### config.mk
export PLATFORM = sky130hd
export DESIGN_NAME = rls_cut
export DESIGN_NICKNAME = d
export VERILOG_FILES = /design/src/rtl/rls_pkg.sv /design/src/rtl/rls_cut.sv
export SDC_FILE = /design/constraint.sdc
export NUM_CORES = 1
export LEC_CHECK = 0
export ABC_CLOCK_PERIOD_IN_PS = 5000
export BUFFER_PORTS_ARGS = -buffer_cell sky130_fd_sc_hd__buf_2
export CAP_MARGIN = 10
export CORE_AREA = 4 4 132 134
export DETAILED_ROUTE_END_ITERATION = 12
export DIE_AREA = 0 0 136 138
export PLACE_DENSITY = 0.62
export SLEW_MARGIN = 0
export SYNTH_ARGS = -nofsm -noshare
export SYNTH_HDL_FRONTEND = slang
export SYNTH_SLANG_ARGS = --single-unit
### constraint.sdc
create_clock -name vclk -period 5
set_input_delay 0 -clock vclk [all_inputs]
set_output_delay 0 -clock vclk [all_outputs]
set_load 0.01 [all_outputs]
### src/rtl/rls_pkg.sv
// shared constants, opcodes, state encoding and cut flags for the rectangle list
package rls_pkg;

  localparam int unsigned DEF_TABLE_DEPTH = 64;
  localparam int unsigned DEF_COORD_BITS  = 16;

  localparam int unsigned FIELD_BITS  = 16;
  localparam int unsigned COUNT_BITS  = 7;
  localparam int unsigned INDEX_BITS  = 6;
  localparam int unsigned OPCODE_BITS = 2;

  typedef enum logic [OPCODE_BITS-1:0] {
    OP_APPEND   = 2'd0,
    OP_SUBTRACT = 2'd1,
    OP_READ     = 2'd2,
    OP_CLEAR    = 2'd3
  } op_e;

  typedef enum logic [1:0] {
    ST_IDLE,
    ST_EVAL,
    ST_WRITE,
    ST_DONE
  } state_e;

  typedef struct packed {
    logic hit;
    logic up;
    logic down;
    logic left;
    logic right;
  } cut_flags_t;

endpackage

### src/rtl/rls_cut.sv
// intersection of the subtract rectangle with one table entry
module rls_cut import rls_pkg::*; #(
  parameter int unsigned COORD_BITS = DEF_COORD_BITS
) (
  input  logic [COORD_BITS-1:0] ent_x_i,
  input  logic [COORD_BITS-1:0] ent_y_i,
  input  logic [COORD_BITS-1:0] ent_w_i,
  input  logic [COORD_BITS-1:0] ent_h_i,
  input  logic [COORD_BITS-1:0] sub_x_i,
  input  logic [COORD_BITS-1:0] sub_y_i,
  input  logic [COORD_BITS:0]   sub_r_i,
  input  logic [COORD_BITS:0]   sub_b_i,
  output logic [COORD_BITS-1:0] cx_o,
  output logic [COORD_BITS-1:0] cy_o,
  output logic [COORD_BITS:0]   cr_o,
  output logic [COORD_BITS:0]   cb_o,
  output logic [COORD_BITS:0]   er_o,
  output logic [COORD_BITS:0]   eb_o,
  output cut_flags_t            flags_o
);

  logic [COORD_BITS:0] ex_w;
  logic [COORD_BITS:0] ey_w;
  logic [COORD_BITS:0] sx_w;
  logic [COORD_BITS:0] sy_w;

  assign ex_w = {1'b0, ent_x_i};
  assign ey_w = {1'b0, ent_y_i};
  assign sx_w = {1'b0, sub_x_i};
  assign sy_w = {1'b0, sub_y_i};

  assign er_o = ex_w + {1'b0, ent_w_i};
  assign eb_o = ey_w + {1'b0, ent_h_i};

  assign cx_o = (sub_x_i > ent_x_i) ? sub_x_i : ent_x_i;
  assign cy_o = (sub_y_i > ent_y_i) ? sub_y_i : ent_y_i;
  assign cr_o = (sub_r_i < er_o) ? sub_r_i : er_o;
  assign cb_o = (sub_b_i < eb_o) ? sub_b_i : eb_o;

  // empty entries are never cut
  assign flags_o.hit = (ent_w_i != '0) && (ent_h_i != '0) &&
                       (sub_r_i > ex_w) && (sx_w < er_o) &&
                       (sub_b_i > ey_w) && (sy_w < eb_o);
  assign flags_o.up    = (cy_o != ent_y_i);
  assign flags_o.down  = (cb_o != eb_o);
  assign flags_o.left  = (cx_o != ent_x_i);
  assign flags_o.right = (cr_o != er_o);

endmodule

Word level (Yosys, flattened, before mapping) --
Index checks and enable logic that the tools add are counted.
Word-level totals: memories 0, bits in read-only memories 0, flip-flop bits (word level) 0, latch bits 0, input bits 130, logic and storage cells 25, bits in writable memories 0, output and inout port bits 105
Operators by class: add/subtract/negate cells 2, shifts and indexed selects 0, reduce and logical (&&, ||, !) cells 7, magnitude comparators 8, equality and inequality tests 4, multiply operators 0, muxes and demuxes 4, bitwise gates (word level) 0, divide/modulo/power cells 0
Operators by type and width (count):
- adder 16 x 16 -> 17 bit | 2
- greater-than comparator 17 x 16 -> 1 bit | 2
- less-than comparator 16 x 17 -> 1 bit | 2
- less-than comparator 17 bit | 2
- 2-to-1 mux 17 bit | 2
- inequality test 17 bit | 2
- greater-than comparator 16 bit | 2
- 2-to-1 mux 16 bit | 2
- inequality test 16 bit | 2
- nonzero test 16 bit | 2
- logical AND 1 bit | 5

Longest topological paths before layout --
Gate-level depths: netlist (run 1).
depth after elaboration 6, depth in mapped cells 18, depth with buffers taken out 18

Worst setup path after synthesis (run 1) --
Ideal clock, no wire load.
path type input to output, from input ent_y_i[0], to output cb_o[10], stages 16, data arrival time 4193 ps, data required time 5000 ps, buffers on the path 1, path slack 807 ps, path through ha_1 -> fa_1 -> a21o_1 -> a221oi_1 -> o211ai_1 -> o211ai_1 -> o21ai_0 -> a2111oi_2 -> inv_1 -> ha_1 -> and4_1 -> o2111ai_1 -> a21o_1 -> o211ai_2 -> buf_2 -> mux2_2
Between the ends: longest elaborated chain between the ends 3
Ends and longest elaborated chain:
- start: declaration | line rls_cut.sv:6 | input logic [COORD_BITS-1:0] ent_y_i,
- adder 16 x 16 -> 17 bit | line rls_cut.sv:33 | assign eb_o = ey_w + {1'b0, ent_h_i};
- named net eb_o[14] | line rls_cut.sv:18 | output logic [COORD_BITS:0] eb_o,
- less-than comparator 17 bit | line rls_cut.sv:38 | assign cb_o = (sub_b_i < eb_o) ? sub_b_i : eb_o;
- 2-to-1 mux 17 bit | line rls_cut.sv:38
- end: declaration | line rls_cut.sv:16 | output logic [COORD_BITS:0] cb_o,
The timed path passes the listed nets, and every way through them passes these cells.

Worst setup path after layout (run 1) --
from input ent_x_i[0], to output cr_o[1]
Between the ends: longest elaborated chain between the ends 3
Ends and longest elaborated chain:
- start: declaration | line rls_cut.sv:5 | input logic [COORD_BITS-1:0] ent_x_i,
- adder 16 x 16 -> 17 bit * | line rls_cut.sv:32 | assign er_o = ex_w + {1'b0, ent_w_i};
- less-than comparator 17 bit | line rls_cut.sv:37 | assign cr_o = (sub_r_i < er_o) ? sub_r_i : er_o;
- 2-to-1 mux 17 bit * | line rls_cut.sv:37
- end: declaration | line rls_cut.sv:15 | output logic [COORD_BITS:0] cr_o,
Every way passes the cells marked *; elsewhere a longest branch is shown, timed or not.

==> reports/results.tsv, run 1 <==
metric	value	unit
antenna_cells	0	
dieArea	0.0188	sq mm
finalCriticalPeriod	4.58	ns
hold_viol	0	
design.seq.count	0	
synth.avg_cell_area	7.87	sq um
dr.first_iter.drc_count	312	
die_h	138	um
yosysWarnings	0	
drive_above_1_share	29.9	%
regArea	0	sq um
hold_class	primary input to primary output	
setup_viol	0	
worstHoldPathCells	3	
fill_cells	1674	
cts_hold_buf	0	
grt_pass1_wl	37300	um
synthCells	814	
dr.pass1.iters	5	
antenna_found_initial	0	
nNetsFinal	1318	
leakage	3.97	nW
crit_end	cr_o[1]	
netlist_top_cells_count	ha_1, inv_1, mux2_2	
tightestPinTransition	1.18	ns
die_x	136	um
grt_util_all_layers	24.4	%
ir_drop	0.0892	mV
pwr_density_cell	179	mW/mm^2
synth_most_common_cell	ha_1	
design.core.area	0.0163	sq mm
ant_nets	0	
worst_setup_path_start_kind	primary input	
post_cts_buffers	0	
start_util	39.3	%
rsz0062_at_grt	no	
grt_overflow_total	0	
gp_congestion	0.951	
synthDistinctLibCells	72	
wl	24300	um
portBuffers	235	
synth_area_leader_cell	ha_1	
yosysSeqAreaShare	0	%
synth_top_area_share	29.3	%
grt_pass1_vias	7108	
dr_total_vias	7137	
max_cap_viol_count	0	
maxSlewHeadroom	21.1	%
grt_max_degree	19	
setup_tns	0	ns
worstPathRequired	5.00	ns
finalCritPeriodShare	91.6	%
synth_area	0.00641	sq mm
maxSlewViolCount	0	
cp-end-kind	primary output	
worstPathArrival	4.58	ns
crit_type	primary input to primary output	
vias_per_cell	5.69	
drc	0	
dp_hpwl	21300	um
wl_per_cell	19.3	um
crit_fanout	18	
synth_fp_nets	1096	
area_delta_synth_final	21.7	%
rows	47	
crit_start	ent_x_i[0]	
hold_start	sub_y_i[0]	
ctsResizeCount	0	
num_io_pins	235	
synthTopCellsByArea	ha_1, mux2_2, xnor2_1, xor2_1, inv_1	
clock.fmax	218	MHz
clkbuf_count	0	
status	complete, no violations	
holdWs	0.378	ns
-- worst min-delay path by stage --
| stage | endpoint |
|---|---|
| detailed placement | cy_o[0] |
| finish | cy_o[0] |
| CTS | cy_o[0] |
| global placement | cy_o[0] |
| floorplan | cb_o[5] |
| global route | cy_o[0] |
-- logic make-up after synthesis --
| group | after synthesis | synth area share (%) |
|---|---|---|
| AND/OR/NAND/NOR | 200 | 17.3 |
| adder cells (fa/ha/maj) | 157 | 30.7 |
| multiplexers | 68 | 11.9 |
| AO/OA/AOI/OAI | 204 | 21.8 |
| buffers and inverters | 97 | 6.03 |
| XOR/XNOR | 88 | 12.2 |
-- where the power goes --
part | switching (mW) | internal, mW | leakage (nW) | total [mW]
Clock | 0 | 0 | 0 | 0
Sequential | 0 | 0 | 0 | 0
Combinational | 0.789 | 0.606 | 3.97 | 1.39
Total | 0.789 | 0.606 | 3.97 | 1.39
-- area by class of cell --
type	instances	area [sq um]	share of cell area (%)
Timing Repair Buffer	239	1210	15.5
Multi-Input combinational cell	717	6030	77.3
Tap cell	220	275	3.53
Inverter	78	293	3.75
-- layout by cell type (no fill, tap or decap), types with 5 or more instances in the layout --
master	netlist	layout
a2111oi_0	7	7
a211oi_1	9	9
a21o_1	25	25
a21oi_1	48	48
a31oi_1	9	8
and3_1	5	5
buf_2	12	235
ha_1	150	150
inv_1	78	78
mux2_1	9	9
mux2_2	54	54
mux2i_1	5	5
nand2_1	27	27
nand2b_1	12	12
nand3_1	22	22
nand4_1	25	25
nor2_1	30	30
nor2b_1	15	15
nor3_1	17	17
nor4_1	18	18
o2111ai_1	6	6
o211ai_1	8	8
o21a_1	16	16
o21ai_0	32	32
o21bai_1	7	7
or2_2	5	5
xnor2_1	53	53
xor2_1	34	34
-- per-stage QoR --
| stage | utilization [%] | std cells | area, sq um | setup WS, ns | power [mW] |
|---|---|---|---|---|---|
| 2_1_floorplan | - | 814 | 6410 | 0.807 | 0.905 |
| 3_3_place_gp | 47.9 | 1254 | 7800 | 0.493 | 1.38 |
| 3_5_place_dp | 47.9 | 1254 | 7800 | 0.347 | 1.39 |
| 4_1_cts | 47.9 | 1254 | 7800 | 0.358 | 1.40 |
| 5_1_grt | 47.9 | 1254 | 7800 | 0.0898 | 1.54 |
| 6_report | 47.9 | 1254 | 7800 | 0.421 | 1.39 |
-- worst max-delay path, cell delays in order --
cell,delay (ns)
buf_2,0.14
ha_1,0.24
fa_1,0.41
a211oi_1,0.28
o21ai_1,0.18
a2111oi_0,0.47
nor3_1,0.17
a21oi_1,0.18
o21bai_1,0.09
xor2_1,0.31
inv_1,0.12
ha_1,0.32
a21o_1,0.12
a211o_1,0.15
a2111oi_2,0.07
nor3_4,0.77
mux2_2,0.41
buf_2,0.14
-- metal layers --
metal | GRT usage, % | share of wire [%] | vias up
met1 | 32.0 | 43 | 3276
li1 | - | - | 3510
met4 | 6.47 | 3.1 | 0
met5 | 0 | 0 | -
met2 | 42.8 | 47 | 303
met3 | 1.85 | 6.9 | 48
Power figures use the tool's default switching activity.
==> inputs of run 2 (changes only) <==
--- a/config.mk
+++ b/config.mk
@@ -5,14 +5,16 @@
 export SDC_FILE = /design/constraint.sdc
 export NUM_CORES = 1
 export LEC_CHECK = 0
+export ABC_AREA = 1
 export ABC_CLOCK_PERIOD_IN_PS = 5000
 export BUFFER_PORTS_ARGS = -buffer_cell sky130_fd_sc_hd__buf_2
 export CAP_MARGIN = 10
-export CORE_AREA = 4 4 132 134
+export CORE_AREA = 4 4 137 139
 export DETAILED_ROUTE_END_ITERATION = 12
-export DIE_AREA = 0 0 136 138
-export PLACE_DENSITY = 0.62
+export DIE_AREA = 0 0 141 143
+export PLACE_DENSITY = 0.61
 export SLEW_MARGIN = 0
 export SYNTH_ARGS = -nofsm -noshare
 export SYNTH_HDL_FRONTEND = slang
 export SYNTH_SLANG_ARGS = --single-unit
+export TNS_END_PERCENT = 1
==> run 2 against run 1 <==
Combinational power up 6%. Hold slack got worse by 0.049 ns. Critical path depth is 6 higher. Cell count increased by 30%. Synthesized cell count grew 45%. Flip-flop and latch count stayed put. Total power up 5.7%. Cell area increased by 6.3%. Worst setup slack better by 0.35 ns. Area after synthesis grew 7.7%. Routed wire length increased by 15%. First-iteration DRC count increased by 73%. Critical path type unchanged.
==> reports/results.tsv, run 2 <==
metric	value	unit	change
dp_hpwl	24500	um	+15%
status	complete, no violations		
setup_tns	0	ns	unchanged
worstPathRequired	5.00	ns	about the same
setup_viol	0		unchanged
maxSlewViolCount	0		unchanged
synth_most_common_cell	nand2_1		
ant_nets	0		unchanged
grt_pass1_wl	43300	um	+16%
tightestPinTransition	1.13	ns	-0.0460 ns
cp-end-kind	primary output		
synth_fp_nets	1461		+33%
worstPathArrival	4.23	ns	-0.35 ns
die_h	143	um	+3.6%
wl	27800	um	+15%
clock.fmax	236	MHz	+8.2%
synth_area_leader_cell	ha_1		
cts_hold_buf	0		unchanged
place_area	0.00829	sq mm	+6.3%
synth.avg_cell_area	5.85	sq um	-26%
swShare	64.0	%	+7.4 points
ir_drop	0.100	mV	+13%
postLayoutCellArea	0.00829	sq mm	+6.3%
wl_per_cell	17.1	um	-12%
final_common_cell	nand2_1		
hold_class	primary input to primary output		
p_int	0.531	mW	-12%
worst_setup_path_start_kind	primary input		
maxSlewHeadroom	24.5	%	+3.3 points
finalCritPeriodShare	84.7	%	-6.9 points
crit_fanout	33		+15
area_delta_synth_final	20.2	%	
vias_per_cell	5.38		-5.4%
yosysWarnings	0		unchanged
dr.first_iter.drc_count	539		+73%
post_cts_buffers	0		unchanged
nNetsFinal	1683		+28%
grt_pass1_vias	8097		+14%
grt_overflow_total	0		unchanged
drive_above_1_share	21.0	%	-8.9 points
antenna_found_initial	0		unchanged
p_seq_share	0	%	unchanged
clkbuf_count	0		unchanged
multi_input_area	0.00605	sq mm	+0.37%
finalCriticalPeriod	4.23	ns	-0.345 ns
grt_max_degree	44		+25
portBuffers	235		unchanged
drc	0		unchanged
design.seq.count	0		unchanged
netlist_top_cells_count	nand2_1, inv_1, ha_1		
ctsResizeCount	0		unchanged
dr.pass1.iters	5		unchanged
synthDistinctLibCells	49		-32%
pwr_density_cell	178	mW/mm^2	-0.52%
synth_top_area_share	27.2	%	-2.1 points
synthTopCellsByArea	ha_1, nand2_1, inv_1, nand4_1, nand3_1		
rsz0062_at_grt	no		
pwr-share-clk	0	%	unchanged
leakage	4.85	nW	+22%
regArea	0	sq um	unchanged
dieArea	0.0202	sq mm	+7.4%
max_cap_viol_count	0		unchanged
hold_viol	0		unchanged
final_cell_mix	nand2_1, buf_2, inv_1, ha_1, nand4_1		
grt_util_all_layers	26.4	%	+2.0 points
start_util	39.1	%	-0.26 points
synth_area	0.00690	sq mm	+7.7%
fill_cells	1973		+18%
num_io_pins	235		unchanged
crit_type	primary input to primary output		
combPwrFrac	100.0	%	about the same
gp_congestion	0.960		+0.98%
die_x	141	um	+3.7%
dr_total_vias	8770		+23%
yosysSeqAreaShare	0	%	unchanged
switchingPower	0.943	mW	+20%
design.core.area	0.0177	sq mm	+8.4%
synthCells	1179		+45%
rows	49		+4.3%
run 2: changes by cell type after synthesis, moves of 24 or more:
cell | previous run | this run
nand4_1 | 25 | 87
a21o_1 | 25 | 1
mux2_2 | 54 | 0
nor2_1 | 30 | 77
nand3_1 | 22 | 80
o21ai_0 | 32 | 72
nand2_1 | 27 | 281
inv_1 | 78 | 187
xnor2_1 | 53 | 7
run 2: power groups by stage:
stage	clock network, mW	registers [mW]	logic, mW
after detailed placement	0	0	1.46
after floorplan	0	0	0.954
final	0.0000000268	0	1.47
after CTS	0	0	1.46
after global placement	0	0	1.45
after global routing	0	0	1.66
run 2: logic make-up after synthesis:
| kind of cell | synth area share, % |
|---|---|
| fa+ha+maj | 27.8 |
| buf+inv | 12.3 |
| simple gates | 40.0 |
| compound gates | 17.4 |
| xor+xnor | 2.52 |
run 2: final cells by class:
type	count	share of cell area, %
timing repair buffer	243	14.9
tap	229	3.46
antenna	1	0.0302
multi-input combinational	965	73.0
inverter	191	8.65
run 2: path summary, 6_finish.rpt:
| path | start | end | slack (ns) | cells past startpoint |
|---|---|---|---|---|
| setup / recovery | ent_y_i[0] | flags_o[2] | 0.77 | 24 |
| hold / removal | sub_y_i[0] | cy_o[0] | 0.33 | 4 |
run 2: through the flow:
stage / hold slack [ns] / utilization (%) / instances / power (mW) / worst slack [ns]
after detailed placement: 0.331 / 47.0 / 1628 / 1.46 / 0.825
after global routing: 0.366 / 47.0 / 1628 / 1.66 / 0.462
after CTS: 0.331 / 47.0 / 1628 / 1.46 / 0.803
after floorplan: 0.148 / - / 1179 / 0.954 / 2.04
final: 0.329 / 47.0 / 1629 / 1.47 / 0.766
after global placement: 0.323 / 47.0 / 1628 / 1.45 / 1.04
run 2: critical path, stage by stage:
cell	delay [ns]
buf_2	0.14
ha_1	0.23
fa_1	0.44
inv_1	0.08
nor2_1	0.04
nor2_1	0.16
o21ai_1	0.13
a31o_2	0.25
xnor2_1	0.37
ha_1	0.33
nand2_1	0.09
nor2_1	0.07
o2111ai_1	0.09
o2111ai_1	0.14
nand2_1	0.08
inv_1	0.06
a21oi_4	0.42
nand2_2	0.47
inv_2	0.20
nand3_1	0.10
nand4_1	0.12
nor2_1	0.06
nand2_1	0.06
buf_2	0.12
run 2: per-layer routing:
metal / up-vias / global-route usage (%) / part of all wire (%)
li1: 4505 / - / -
met1: 3878 / 35.6 / 44
met2: 341 / 45.3 / 46
met3: 46 / 2.88 / 8.0
met4: 0 / 6.07 / 2.6
met5: - / 0 / 0
